File: config.mk
export PLATFORM = sky130hd
export DESIGN_NAME = ppcl_ctrl
export DESIGN_NICKNAME = d
export VERILOG_FILES = /design/src/rtl/ppcl_pkg.sv /design/src/rtl/ppcl_ctrl.sv
export SDC_FILE = /design/constraint.sdc
export NUM_CORES = 1
export LEC_CHECK = 0
export BUFFER_PORTS_ARGS = -buffer_cell sky130_fd_sc_hd__buf_4
export CORE_AREA = 2 2 39 41
export CTS_CLUSTER_SIZE = 10
export DETAILED_ROUTE_END_ITERATION = 16
export DIE_AREA = 0 0 41 43
export PLACE_DENSITY = 0.69
export SLEW_MARGIN = 0
export SYNTH_ARGS = -nofsm -noshare
export SYNTH_HDL_FRONTEND = slang
export SYNTH_SLANG_ARGS = --single-unit
File: constraint.sdc
create_clock -name clk -period 3.3 [get_ports clk]
set_input_delay 0.33 -clock clk [delete_from_list [all_inputs] [get_ports clk]]
set_output_delay 0.33 -clock clk [all_outputs]
set_load 0.02 [all_outputs]
File: src/rtl/ppcl_pkg.sv
// ----------------------------------------------------------------------------
// ppcl_pkg
// Shared types, sizes and codes for the pin/power correlation log.
// ----------------------------------------------------------------------------
package ppcl_pkg;

  localparam int LOG_DEPTH = 256;
  localparam int NUM_PINS  = 12;
  localparam int HALF      = LOG_DEPTH / 2;
  localparam int IDX_W     = $clog2(LOG_DEPTH);
  localparam int CNT_W     = IDX_W + 1;
  localparam int MV_W      = 13;
  localparam int PS_W      = 24;
  localparam int PIX_W     = 4;
  localparam int SUM_W     = MV_W + IDX_W;
  localparam int DIVC_W    = $clog2(SUM_W + 1);

  // func codes
  localparam logic [1:0] FN_REC = 2'd0;
  localparam logic [1:0] FN_ANA = 2'd1;
  localparam logic [1:0] FN_CLR = 2'd2;

  // result kinds
  localparam logic [1:0] K_ACK  = 2'd0;
  localparam logic [1:0] K_CAND = 2'd1;
  localparam logic [1:0] K_SUM  = 2'd2;

  typedef struct packed {
    logic [1:0]      func;
    logic            usb_present;
    logic [MV_W-1:0] batt_mv;
    logic [PS_W-1:0] pin_states;
  } in_t;

  typedef struct packed {
    logic [1:0]       kind;
    logic [PIX_W-1:0] pin_index;
    logic [1:0]       state_plugged;
    logic [1:0]       state_unplugged;
    logic [MV_W-1:0]  avg_mv_plugged;
    logic [MV_W-1:0]  avg_mv_unplugged;
    logic [CNT_W-1:0] entries;
    logic             halved;
    logic             last;
  } out_t;

  typedef struct packed {
    logic [PS_W-1:0] pins;
    logic [MV_W-1:0] mv;
    logic            usb;
  } smp_t;

  // controller -> datapath
  typedef struct packed {
    logic load;
    logic cnt_clr;
    logic seq_clr;
    logic dec_step;
    logic wr_rec;
    logic scan_step;
    logic div_start;
    logic div_sel;
    logic emit_ack;
    logic cand_step;
    logic emit_sum;
  } cmd_t;

  // datapath -> controller
  typedef struct packed {
    logic full;
    logic dec_done;
    logic scan_done;
    logic div_busy;
    logic last_pin;
    logic out_free;
  } sts_t;

endpackage

File: src/rtl/ppcl_ctrl.sv
// ----------------------------------------------------------------------------
// ppcl_ctrl
// Sequencer: record, decimate, scan, divide and emit phases.
// ----------------------------------------------------------------------------
module ppcl_ctrl (
  input  logic           clk,
  input  logic           rst_n,
  input  logic           in_valid,
  input  logic [1:0]     in_func,
  output logic           in_ready,
  input  ppcl_pkg::sts_t sts,
  output ppcl_pkg::cmd_t cmd
);
  import ppcl_pkg::*;

  localparam logic [3:0] S_IDLE  = 4'd0;
  localparam logic [3:0] S_DEC   = 4'd1;
  localparam logic [3:0] S_WR    = 4'd2;
  localparam logic [3:0] S_ACK   = 4'd3;
  localparam logic [3:0] S_SCAN  = 4'd4;
  localparam logic [3:0] S_DIVP  = 4'd5;
  localparam logic [3:0] S_DIVPW = 4'd6;
  localparam logic [3:0] S_DIVU  = 4'd7;
  localparam logic [3:0] S_DIVUW = 4'd8;
  localparam logic [3:0] S_CAND  = 4'd9;
  localparam logic [3:0] S_SUM   = 4'd10;

  logic [3:0] state_r, state_nxt;

  always_ff @(posedge clk) begin
    if (!rst_n) begin
      state_r <= S_IDLE;
    end else begin
      state_r <= state_nxt;
    end
  end

  always_comb begin
    state_nxt = state_r;
    cmd       = '0;
    in_ready  = 1'b0;
    unique case (state_r)
      S_IDLE: begin
        in_ready = 1'b1;
        if (in_valid) begin
          cmd.load    = 1'b1;
          cmd.seq_clr = 1'b1;
          case (in_func)
            FN_REC: state_nxt = sts.full ? S_DEC : S_WR;
            FN_ANA: state_nxt = S_SCAN;
            FN_CLR: begin
              cmd.cnt_clr = 1'b1;
              state_nxt   = S_ACK;
            end
            default: state_nxt = S_ACK;
          endcase
        end
      end
      S_DEC: begin
        cmd.dec_step = 1'b1;
        if (sts.dec_done) begin
          cmd.seq_clr = 1'b1;
          state_nxt   = S_WR;
        end
      end
      S_WR: begin
        cmd.wr_rec = 1'b1;
        state_nxt  = S_ACK;
      end
      S_ACK: begin
        if (sts.out_free) begin
          cmd.emit_ack = 1'b1;
          state_nxt    = S_IDLE;
        end
      end
      S_SCAN: begin
        cmd.scan_step = 1'b1;
        if (sts.scan_done) begin
          cmd.seq_clr = 1'b1;
          state_nxt   = S_DIVP;
        end
      end
      S_DIVP: begin
        cmd.div_start = 1'b1;
        cmd.div_sel   = 1'b0;
        state_nxt     = S_DIVPW;
      end
      S_DIVPW: begin
        if (!sts.div_busy) state_nxt = S_DIVU;
      end
      S_DIVU: begin
        cmd.div_start = 1'b1;
        cmd.div_sel   = 1'b1;
        state_nxt     = S_DIVUW;
      end
      S_DIVUW: begin
        if (!sts.div_busy) begin
          cmd.seq_clr = 1'b1;
          state_nxt   = S_CAND;
        end
      end
      S_CAND: begin
        if (sts.out_free) begin
          cmd.cand_step = 1'b1;
          if (sts.last_pin) state_nxt = S_SUM;
        end
      end
      S_SUM: begin
        if (sts.out_free) begin
          cmd.emit_sum = 1'b1;
          state_nxt    = S_IDLE;
        end
      end
      default: state_nxt = S_IDLE;
    endcase
  end

endmodule

* Word level (Yosys, flattened, before mapping)
Index checks and enable logic that the tools add are counted.
** Storage, ports and cells
- Input bits :: 11
- Output and inout bits :: 12
- Flip-flop bits (word level) :: 4
** Cells by class
- Equal/unequal tests :: 20
- Mux-type cells :: 27
- Reductions and logical operators :: 4
** Operator list (number)
- $pmux 4 s10 :: 1
- $mux 4 :: 8
- $eq 4x3->1 const B :: 4
- $ne 2x2->1 const B :: 7
- $eq 4x4->1 const B :: 3
- $mux 1 :: 12
- $eq 4x2->1 const B :: 2
- $reduce_and 8->1 :: 1
- $pmux 3 s2 :: 1
- $eq 4x1->1 const B :: 1
- $logic_not 4->1 :: 1
- $mux 2 :: 2
- $pmux 1 s4 :: 1
- $pmux 2 s2 :: 1
- $mux 3 :: 1
- $eq 2x1->1 const B :: 1
- $eq 2x2->1 const B :: 1
- $logic_not 2->1 :: 1
- $ne 2x1->1 const B :: 1
- $reduce_or 2->1 :: 1

* Logic depth before layout (Yosys ltp)
Gate-level depths: netlist of run 1.
- Word-level depth :: 4
- Depth in mapped cells :: 6
- Depth with buffers taken out :: 5

* Worst setup path after synthesis of run 1
OpenSTA, ideal clock, no wires.
- Path type :: register to output
- Start point :: register state_r[3]
- End point :: output cmd[9] (netlist bit)
- Arrival :: 1.499 ns
- Buffers on the path :: 1
- Cell stages (with the launch flop) :: 5
- Setup slack :: 1.471 ns
- Data required time :: 2.970 ns
- Path through :: dfxtp_1 -> clkbuf_1 -> nor2_1 -> and3_1 -> nor3b_1
** RTL lines
- from (decl) :: line ppcl_ctrl.sv:28 : logic [3:0] state_r, state_nxt;
- from (signal assigned) :: line ppcl_ctrl.sv:34 : state_r <= state_nxt;
- to (decl) :: line ppcl_ctrl.sv:12 : output ppcl_pkg::cmd_t cmd

==> out/qor.tcl, run 1 <==
set qor(timing.critical_path.arrival_ns) 1.58
set qor(timing.critical_path.required_ns) 2.97
set qor(clk_pin_slew_worst_paths_ns) 0.04
set qor(areaGrowthSynthToFinish_pct) 36.0
set qor(timing.critical_path.slowest_stage_cell) {sky130_fd_sc_hd__dfxtp_1}
set qor(async_reset_ff_frac) 0
set qor(mappedNetlistNets) 80
set qor(worst_slew_margin_rel) 0.600
set qor(seq_area_sq_um) 80.1
set qor(largest_register_ffs) 4
set qor(endpoint_kind) {output port}
set qor(postSynth.topFlopCell) {sky130_fd_sc_hd__dfxtp_1}
set qor(netlist_instances) 69
set qor(synth_common_cells) {sky130_fd_sc_hd__nor2_1, sky130_fd_sc_hd__inv_1, sky130_fd_sc_hd__nand2_1}
set qor(hpwl_microns) 1020
set qor(synth.avg_cell_area_sq_um) 7.65
set qor(drt_pre_antenna_iters) 4
set qor(power.switching_fraction) 0.497
set qor(route.detailed.drc) 0
set qor(yosys_register_bits) 4
set qor(setup.worst_path.start) {state_r[2]}
set qor(antenna_left) 0
set qor(sequentialPowerShare) 0.227
set qor(syn_area_sq_um) 528
set qor(synth-edff-count) 0
set qor(wire_length_of_the_first_global_routing_pass_microns) 2270
set qor(tritoncts_sinks) 4
set qor(coreArea_sq_um) 1380
set qor(post-cts-setup-buffers) 0
set qor(worst-slew-pin-transition_ns) 0.600
set qor(status) {completed}
set qor(finalSetupTns_ns) 0
set qor(mean_routed_wirelength_per_cell_microns) 13.0
set qor(drive_above_1_share) 0.356
set qor(grt_overflow_total) 0
set qor(power_report.internal_total_uw) 283
set qor(globalRouteMet1Util) 0.244
set qor(ys_types) 30
set qor(cp_num_buf_inv) 1
set qor(antenna_found_initial) 0
set qor(largest-register) {state_r}
set qor(p_total_uw) 561
set qor(die-area_sq_um) 1760
set qor(gp_routability_congestion) 0.806
set qor(fmax_mhz) 523
set qor(report.final.slew_viol_count) 0
set qor(holdCritPathClass) {in -> reg}
set qor(post_drt_via_cell_ratio) 5.84
set qor(port_buffers) 22
set qor(critPathTopFamily) {flip-flops}
set qor(gr-usage-met2) 0.278
set qor(dr.first_iter.drc_count) 13
set qor(insertion_delay_ns) 0.25
set qor(most_frequent_cell_after_synthesis) {sky130_fd_sc_hd__nor2_1}
set qor(finalHoldWorstSlack_ns) 0.352
set qor(crit_path_start_kind) {register}
set qor(grt_usage) 0.184
set qor(min_period_ns) 1.91
set qor(synth_largest_type_area_fraction) 0.156
set qor(fin_crit_sh) 0.579
set qor(cts_hold_repair.buffers) 0
set qor(yosysWarnings) 0
set qor(crit_path_max_fanout) 10
set qor(ctsLongestPathBuffers) 2
set qor(combined_area_of_the_multi_input_logic_cells_sq_um) 408
set qor(grt_pass1_vias) 509
set qor(grt_setup_unrepaired) {no}
set qor(final_util) 0.519
set qor(cp_slowest_stage_delay_ns) 0.55
set qor(htreeDepth) 1
set qor(r2r_start) {state_r[0]}
set qor(fill_cell_total_of_the_finished_layout) 136
set qor(cts.repair.resized) 0
set qor(layout.cell_area.non_filler_sq_um) 718
set qor(placement.cell_area_sq_um) 696
set qor(grt-busiest-layer) {met2}
set qor(fin_worst_skew_ns) 0.00895
set qor(globalRouteMet3Util) 0.0471
set qor(power.share.combinational) 0.654
set qor(die-height_microns) 43
set qor(grt_max_degree) 18
set qor(areal_power_density_over_the_cells_nw_per_um2) 782
set qor(initial_core_util) 0.382
set qor(insertedDiodeCount) 0
set qor(netlist_top_cells_area) {sky130_fd_sc_hd__a2111oi_4, sky130_fd_sc_hd__dfxtp_1, sky130_fd_sc_hd__nor2_1}
set qor(ir_worst_vdd_mv) 0.345
set qor(maxCapViolations) 0
set qor(cts_buffers) 3
set qor(hold_path_startpoint) {rst_n}
set qor(clockRootBuffer) {sky130_fd_sc_hd__clkbuf_4}
set qor(switch_pwr_uw) 279
set qor(p_leak_nw) 0.306
set qor(power.share.clock) 0.119
set qor(timing.critical_path.cells) {nor2b_1 > nand2_1 > a21o_1 > a21oi_1 > buf_4}
set qor(top_regs) {state_r: 4 flops}
set qor(design.final.nets) 103
set qor(boundaryPins) 23
set qor(row_count) 14
set qor(clock_tree_from_tritoncts) {done}
set qor(final_setup_violation_count) 0
set qor(drt-total-wl_microns) 1380
set qor(crit_path_category) {reg -> out}
set qor(route.vias.total) 619
set qor(number_of_hold_violations_in_the_final_report) 0
set qor(die_w_microns) 41
set qor(synth_top_area_cell) {sky130_fd_sc_hd__a2111oi_4}
set qor(synth_sequential_area_ratio) 0.152
-- logic make-up after synthesis --
group / Yosys count / share of synthesized area
AND/OR/NAND/NOR: 33 / 0.318
AO/OA/AOI/OAI: 19 / 0.400
buffers and inverters: 10 / 0.0758
flip-flops: 4 / 0.152
multiplexers: 2 / 0.0379
XOR/XNOR: 1 / 0.0166
-- path summary, 6_finish.rpt --
kind	endpoint	slack, ns	depth (start not counted)
setup reg to reg	state_r[2]	1.48	4
hold reg to reg	state_r[1]	0.67	2
hold / removal	state_r[2]	0.35	2
setup / recovery	cmd[8]	1.39	5
-- layout make-up --
cell class	count	share of cell area
clock buffer	3	0.0314
inverter	6	0.0314
multi-input combinational	55	0.568
sequential	4	0.111
tap	16	0.0279
timing repair buffer	22	0.230
-- stage by stage --
step / instances / setup slack, ns
2_1_floorplan: 69 / 1.47
3_3_place_gp: 103 / 1.46
3_5_place_dp: 103 / 1.43
4_1_cts: 106 / 1.40
5_1_grt: 106 / 1.28
6_report: 106 / 1.39
-- power by group through the flow --
| stage | registers (mW) | clock network, mW | logic (mW) |
|---|---|---|---|
| 2_1_floorplan | 0.0834 | 0 | 0.304 |
| 3_5_place_dp | 0.130 | 0 | 0.367 |
| 3_3_place_gp | 0.126 | 0 | 0.371 |
| 6_report | 0.128 | 0.0666 | 0.367 |
| 4_1_cts | 0.127 | 0.0697 | 0.369 |
| 5_1_grt | 0.133 | 0.0712 | 0.400 |
-- cells in the final DEF, fill, tap and decap left out, drive strengths merged, types with 4 or more instances in the layout --
cell type	count
nand2	5
nand3	4
buf	22
nor2	10
dfxtp	4
inv	6
a2111oi	6
-- per-layer routing --
layer	vias up	part of all wire
met4	0	0.020
met5	-	0
met2	33	0.48
met1	290	0.44
met3	4	0.065
li1	292	-
Note: power is estimated with default switching activity, not from simulation.
==> run 2, diff against run 1 <==
==> constraint.sdc (replaced) <==
create_clock -name clk -period 2 [get_ports clk]
set_input_delay 0.2 -clock clk [delete_from_list [all_inputs] [get_ports clk]]
set_output_delay 0.2 -clock clk [all_outputs]
set_load 0.02 [all_outputs]
==> run 2 against run 1 <==
  * Combinational power is 82% higher
  * Cell area grew 3.1%
  * Wire length rose by 7.9%
  * Global-route usage rose by 1.8 points
  * Critical path type unchanged
  * Critical endpoint unchanged
==> out/qor.tcl, run 2 (synthesis gave the netlist of run 1 again) <==
set qor(status) {completed}
set qor(worst-slew-pin-transition_ns) 0.566 ;# -0.0340 ns
set qor(fin_worst_skew_ns) 0.00435 ;# -0.00459 ns
set qor(coreArea_sq_um) 1380 ;# unchanged
set qor(post-cts-setup-buffers) 0 ;# unchanged
set qor(grt_usage) 0.202 ;# +0.0183
set qor(initial_core_util) 0.382 ;# unchanged
set qor(areaGrowthSynthToFinish_pct) 40.3
set qor(fmax_mhz) 578
set qor(timing.critical_path.cells) {nor2b_1 > nand2_1 > a21o_1 > a21oi_1 > buf_4}
set qor(holdCritPathClass) {in -> reg}
set qor(cts.repair.resized) 0 ;# unchanged
set qor(post_drt_via_cell_ratio) 5.45 ;# -6.7%
set qor(gp_routability_congestion) 0.819 ;# +1.6%
set qor(final_cell_mix) {sky130_fd_sc_hd__buf_4, sky130_fd_sc_hd__nor2_1, sky130_fd_sc_hd__inv_1}
set qor(cts_buffers) 3 ;# unchanged
set qor(timing.critical_path.arrival_ns) 1.53 ;# -0.05 ns
set qor(drive_above_1_share) 0.376 ;# +0.0208
set qor(crit_path_max_fanout) 10 ;# unchanged
set qor(sequentialPowerShare) 0.192 ;# -0.035
set qor(largest-register) {state_r}
set qor(power.share.clock) 0.107 ;# -0.012
set qor(dr.first_iter.drc_count) 4 ;# -9
set qor(final_util) 0.535 ;# +0.0163
set qor(cts_hold_repair.buffers) 0 ;# unchanged
set qor(largest_register_ffs) 4 ;# unchanged
set qor(report.final.slew_viol_count) 0 ;# unchanged
set qor(tritoncts_sinks) 4 ;# unchanged
set qor(design.final.nets) 106 ;# +2.9%
set qor(grt_pass1_vias) 605 ;# +19%
set qor(die-height_microns) 43 ;# unchanged
set qor(finalSetupTns_ns) 0 ;# unchanged
set qor(layout.cell_area.non_filler_sq_um) 741 ;# +3.1%
set qor(wire_length_of_the_first_global_routing_pass_microns) 2420 ;# +6.4%
set qor(port_buffers) 22 ;# unchanged
set qor(maxCapViolations) 0 ;# unchanged
set qor(insertedDiodeCount) 0 ;# unchanged
set qor(min_period_ns) 1.73
set qor(grt_overflow_total) 0 ;# unchanged
set qor(drt-total-wl_microns) 1490 ;# +7.9%
set qor(cp_slowest_stage_delay_ns) 0.53 ;# -0.02 ns
set qor(p_leak_nw) 0.322 ;# +5.1%
set qor(power.switching_fraction) 0.487 ;# -0.00954
set qor(hpwl_microns) 1210 ;# +19%
set qor(mean_routed_wirelength_per_cell_microns) 13.7 ;# +4.9%
set qor(timing.critical_path.required_ns) 1.80 ;# -1.17 ns
set qor(finalHoldWorstSlack_ns) 0.238 ;# -0.113 ns
set qor(timing.critical_path.slowest_stage_cell) {sky130_fd_sc_hd__dfxtp_1}
set qor(final_setup_violation_count) 0 ;# unchanged
set qor(clockRootBuffer) {sky130_fd_sc_hd__clkbuf_4}
set qor(htreeDepth) 1 ;# unchanged
set qor(antenna_left) 0 ;# unchanged
set qor(ir_worst_vdd_mv) 0.506 ;# +47%
set qor(boundaryPins) 23 ;# unchanged
set qor(grt_max_degree) 13 ;# -5
set qor(die-area_sq_um) 1760 ;# unchanged
set qor(row_count) 14 ;# unchanged
set qor(ctsLongestPathBuffers) 2 ;# unchanged
set qor(worst_slew_margin_rel) 0.613 ;# +0.0134
set qor(route.vias.total) 594 ;# -4.0%
set qor(top_regs) {state_r: 4 flops}
set qor(antenna_found_initial) 0 ;# unchanged
set qor(fin_crit_sh) 0.865
set qor(final_common_cell) {sky130_fd_sc_hd__buf_4}
set qor(endpoint_kind) {output port}
set qor(number_of_hold_violations_in_the_final_report) 0 ;# unchanged
set qor(insertion_delay_ns) 0.24 ;# about the same
set qor(drt_pre_antenna_iters) 4 ;# unchanged
set qor(critPathTopFamily) {flip-flops}
set qor(clock_tree_from_tritoncts) {done}
set qor(crit_path_start_kind) {register}
set qor(cp_num_buf_inv) 1 ;# unchanged
set qor(switch_pwr_uw) 464 ;# +67%
set qor(die_w_microns) 41 ;# unchanged
set qor(power.share.combinational) 0.701 ;# +0.047
set qor(areal_power_density_over_the_cells_nw_per_um2) 1290 ;# +65%
set qor(grt_setup_unrepaired) {no}
set qor(placement.cell_area_sq_um) 718 ;# +3.2%
set qor(crit_path_category) {reg -> out}
set qor(route.detailed.drc) 0 ;# unchanged
set qor(clk_pin_slew_worst_paths_ns) 0.04 ;# about the same
set qor(power_report.internal_total_uw) 489 ;# +73%
[run 2: final cells by class]
| class | instances | area, sq um |
|---|---|---|
| Multi-Input combinational cell | 55 | 408 |
| Timing Repair Buffer | 25 | 188 |
| Inverter | 6 | 22.5 |
| Clock buffer | 3 | 22.5 |
| Sequential cell | 4 | 80.1 |
| Tap cell | 16 | 20.0 |
| Fill cell | 141 | 643 |
[run 2: path summary, 6_finish.rpt]
check,end,slack [ns],start,depth (start not counted)
worst max register to register,state_r[2],0.32,state_r[1],4
worst min-delay path,state_r[2],0.24,rst_n,2
worst min register to register,state_r[1],0.62,state_r[1],2
worst max-delay path,cmd[8],0.27,state_r[2],5
[run 2: power groups by stage]
stage                     combinational [mW]  sequential, mW  clock (mW)
after floorplan                        0.501           0.138           0
after global placement                 0.669           0.183           0
after detailed placement               0.670           0.185           0
after CTS                              0.674           0.183       0.107
after global routing                   0.724           0.192       0.110
final                                  0.668           0.183       0.102
[run 2: layer usage]
metal  wire length [microns]  global-route usage  vias up  part of all wire
li1                        -                   -      299                 -
met1                     626               0.216      277              0.42
met2                     785               0.328       14              0.53
met3                      50              0.0524        4             0.034
met4                      26               0.127        0             0.017
met5                       0                   0        -                 0
[run 2: per-stage QoR]
stage / setup slack [ns] / total power [mW] / std cells
2_1_floorplan: 0.301 / 0.639 / 69
3_3_place_gp: 0.337 / 0.852 / 106
3_5_place_dp: 0.317 / 0.855 / 106
4_1_cts: 0.267 / 0.964 / 109
5_1_grt: 0.128 / 1.03 / 109
6_report: 0.270 / 0.953 / 109
[run 2: worst reg2reg max path, stage by stage, from the launching register on]
cell and delay (ns):
sky130_fd_sc_hd__dfxtp_1 0.53, sky130_fd_sc_hd__inv_1 0.19, sky130_fd_sc_hd__a2111oi_2 0.54, sky130_fd_sc_hd__a2111oi_4 0.11, sky130_fd_sc_hd__a22o_1 0.20
==> run 3, diff against run 2 <==
--- a/config.mk
+++ b/config.mk
@@ -7,6 +7,7 @@
 export LEC_CHECK = 0
 export BUFFER_PORTS_ARGS = -buffer_cell sky130_fd_sc_hd__buf_4
 export CORE_AREA = 2 2 39 41
+export CTS_BUF_LIST = sky130_fd_sc_hd__clkbuf_8
 export CTS_CLUSTER_SIZE = 10
 export DETAILED_ROUTE_END_ITERATION = 16
 export DIE_AREA = 0 0 41 43
==> run 3 against run 2 <==
  * Core utilization up 1.4 points
  * Critical path depth unchanged
  * Total power up 6.9%
  * Critical path type unchanged
  * Wire length down 0.94%
  * Fmax up 1.8%
  * Global-route usage down 0.20 points
  * Largest power group unchanged
  * Die area unchanged
  * Cell count unchanged
  * Critical endpoint unchanged
  * Clock power up 65%
==> out/qor.tcl, run 3 (synthesis gave the netlist of run 1 again) <==
set qor(status) {completed}
set qor(boundaryPins) 23 ;# unchanged
set qor(top_regs) {state_r: 4 flops}
set qor(die-area_sq_um) 1760 ;# unchanged
set qor(die-height_microns) 43 ;# unchanged
set qor(fmax_mhz) 589 ;# +1.8%
set qor(initial_core_util) 0.382 ;# unchanged
set qor(worst-slew-pin-transition_ns) 0.563 ;# -0.00302 ns
set qor(gp_routability_congestion) 0.819 ;# unchanged
set qor(grt_pass1_vias) 604 ;# -0.17%
set qor(cts.repair.resized) 0 ;# unchanged
set qor(timing.critical_path.required_ns) 1.80 ;# about the same
set qor(cts_buffers) 3 ;# unchanged
set qor(crit_path_start_kind) {register}
set qor(cp_slowest_stage_delay_ns) 0.52 ;# about the same
set qor(final_common_cell) {sky130_fd_sc_hd__buf_4}
set qor(dp_worst_setup_slack_ns) 0.317 ;# unchanged
set qor(crit_path_category) {reg -> out}
set qor(drt-total-wl_microns) 1480 ;# -0.94%
set qor(p_total_mw) 1.02 ;# +6.9%
set qor(grt_max_degree) 13 ;# unchanged
set qor(insertion_delay_ns) 0.21 ;# -0.03 ns
set qor(largest_register_ffs) 4 ;# unchanged
set qor(fin_crit_sh) 0.849 ;# -0.0154
set qor(htreeDepth) 1 ;# unchanged
set qor(final_cell_mix) {sky130_fd_sc_hd__buf_4, sky130_fd_sc_hd__nor2_1, sky130_fd_sc_hd__inv_1}
set qor(die_w_microns) 41 ;# unchanged
set qor(report.final.slew_viol_count) 0 ;# unchanged
set qor(tritoncts_sinks) 4 ;# unchanged
set qor(drt_pre_antenna_iters) 4 ;# unchanged
set qor(wire_length_of_the_first_global_routing_pass_microns) 2420 ;# +0.25%
set qor(worst_slew_margin_rel) 0.615 ;# +0.00207
set qor(post_layout_nonfiller_instances) 109 ;# unchanged
set qor(min_period_ns) 1.70 ;# -0.0307 ns
set qor(timing.critical_path.cells) {nor2b_1 > nand2_1 > a21o_1 > a21oi_1 > buf_4}
set qor(dp_cells) 106 ;# unchanged
set qor(post_drt_via_cell_ratio) 5.48 ;# +0.51%
set qor(areal_power_density_over_the_cells_nw_per_um2) 1340 ;# +4.3%
set qor(finalSetupTns_ns) 0 ;# unchanged
set qor(dr.first_iter.drc_count) 4 ;# unchanged
set qor(timing.critical_path.slowest_stage_cell) {sky130_fd_sc_hd__dfxtp_1}
set qor(route.detailed.drc) 0 ;# unchanged
set qor(ir_worst_vdd_mv) 0.566 ;# +12%
set qor(grt_overflow_total) 0 ;# unchanged
set qor(drive_above_1_share) 0.376 ;# unchanged
set qor(post-cts-setup-buffers) 0 ;# unchanged
set qor(finalHoldWorstSlack_ns) 0.261 ;# +0.0226 ns
set qor(ctsLongestPathBuffers) 2 ;# unchanged
set qor(cts_hold_repair.buffers) 0 ;# unchanged
set qor(design.final.nets) 106 ;# unchanged
set qor(crit_path_max_fanout) 10 ;# unchanged
set qor(fin_worst_skew_ns) 0.00152 ;# -0.00283 ns
set qor(grt_setup_unrepaired) {no}
set qor(row_count) 14 ;# unchanged
set qor(mean_routed_wirelength_per_cell_microns) 13.5 ;# -0.94%
set qor(antenna_left) 0 ;# unchanged
set qor(timing.critical_path.arrival_ns) 1.50 ;# -0.03 ns
set qor(number_of_hold_violations_in_the_final_report) 0 ;# unchanged
set qor(coreArea_sq_um) 1380 ;# unchanged
set qor(port_buffers) 22 ;# unchanged
set qor(maxCapViolations) 0 ;# unchanged
set qor(fill_cell_total_of_the_finished_layout) 136 ;# -3.5%
set qor(clk_pin_slew_worst_paths_ns) 0.03 ;# about the same
set qor(p_leak_nw) 0.330 ;# +2.4%
set qor(clockRootBuffer) {sky130_fd_sc_hd__clkbuf_8}
set qor(holdCritPathClass) {in -> reg}
set qor(hpwl_microns) 1210 ;# unchanged
set qor(clock_tree_from_tritoncts) {done}
set qor(final_setup_violation_count) 0 ;# unchanged
set qor(insertedDiodeCount) 0 ;# unchanged
set qor(grt_usage) 0.200 ;# -0.00201
set qor(setup_ws_ns) 0.301 ;# +0.0307 ns
set qor(endpoint_kind) {output port}
set qor(largest-register) {state_r}
set qor(areaGrowthSynthToFinish_pct) 43.8
set qor(route.vias.total) 597 ;# +0.51%
set qor(antenna_found_initial) 0 ;# unchanged
## run 3: cell counts in the layout (fill, tap and decap cells not counted)
No cell type changed its count.
## run 3: final timing paths
kind                   start  slack [ns]          to  cells past startpoint
setup reg to reg  state_r[1]        0.32  state_r[2]                      4
hold reg to reg   state_r[1]        0.62  state_r[1]                      2
setup / recovery  state_r[2]        0.30      cmd[8]                      5
hold / removal         rst_n        0.26  state_r[2]                      2
## run 3: layout make-up
cell class                      instances  area, sq um  area share
Timing Repair Buffer                   25          188       0.247
Multi-Input combinational cell         55          408       0.537
Tap cell                               16         20.0      0.0264
Clock buffer                            3         41.3      0.0544
Inverter                                6         22.5      0.0297
Sequential cell                         4         80.1       0.105
## run 3: worst max-delay path, delay by kind of cell, from the launching register on
kind                   cells  cell delay (ns)
flip-flops                 1             0.52
AND/OR/NAND/NOR            2             0.33
AO/OA/AOI/OAI              2             0.28
buffers and inverters      1             0.15
## run 3: power by group
part | internal (mW) | total (mW) | leakage, nW | switching, mW
combinational | 0.315 | 0.668 | 0.275 | 0.353
sequential | 0.107 | 0.183 | 0.0329 | 0.0763
clock | 0.128 | 0.168 | 0.0216 | 0.0400
## run 3: per-layer routing
metal / track usage / vias up / wire [microns]
met5: 0 / - / 0
met4: 0.107 / 0 / 30
met3: 0.0524 / 4 / 59
met2: 0.331 / 16 / 774
met1: 0.216 / 277 / 611
li1: - / 300 / -
## run 3: through the flow
step	cell area, sq um	util
2_1_floorplan	528	-
3_3_place_gp	718	0.519
3_5_place_dp	718	0.519
4_1_cts	759	0.549
5_1_grt	759	0.549
6_report	759	0.549
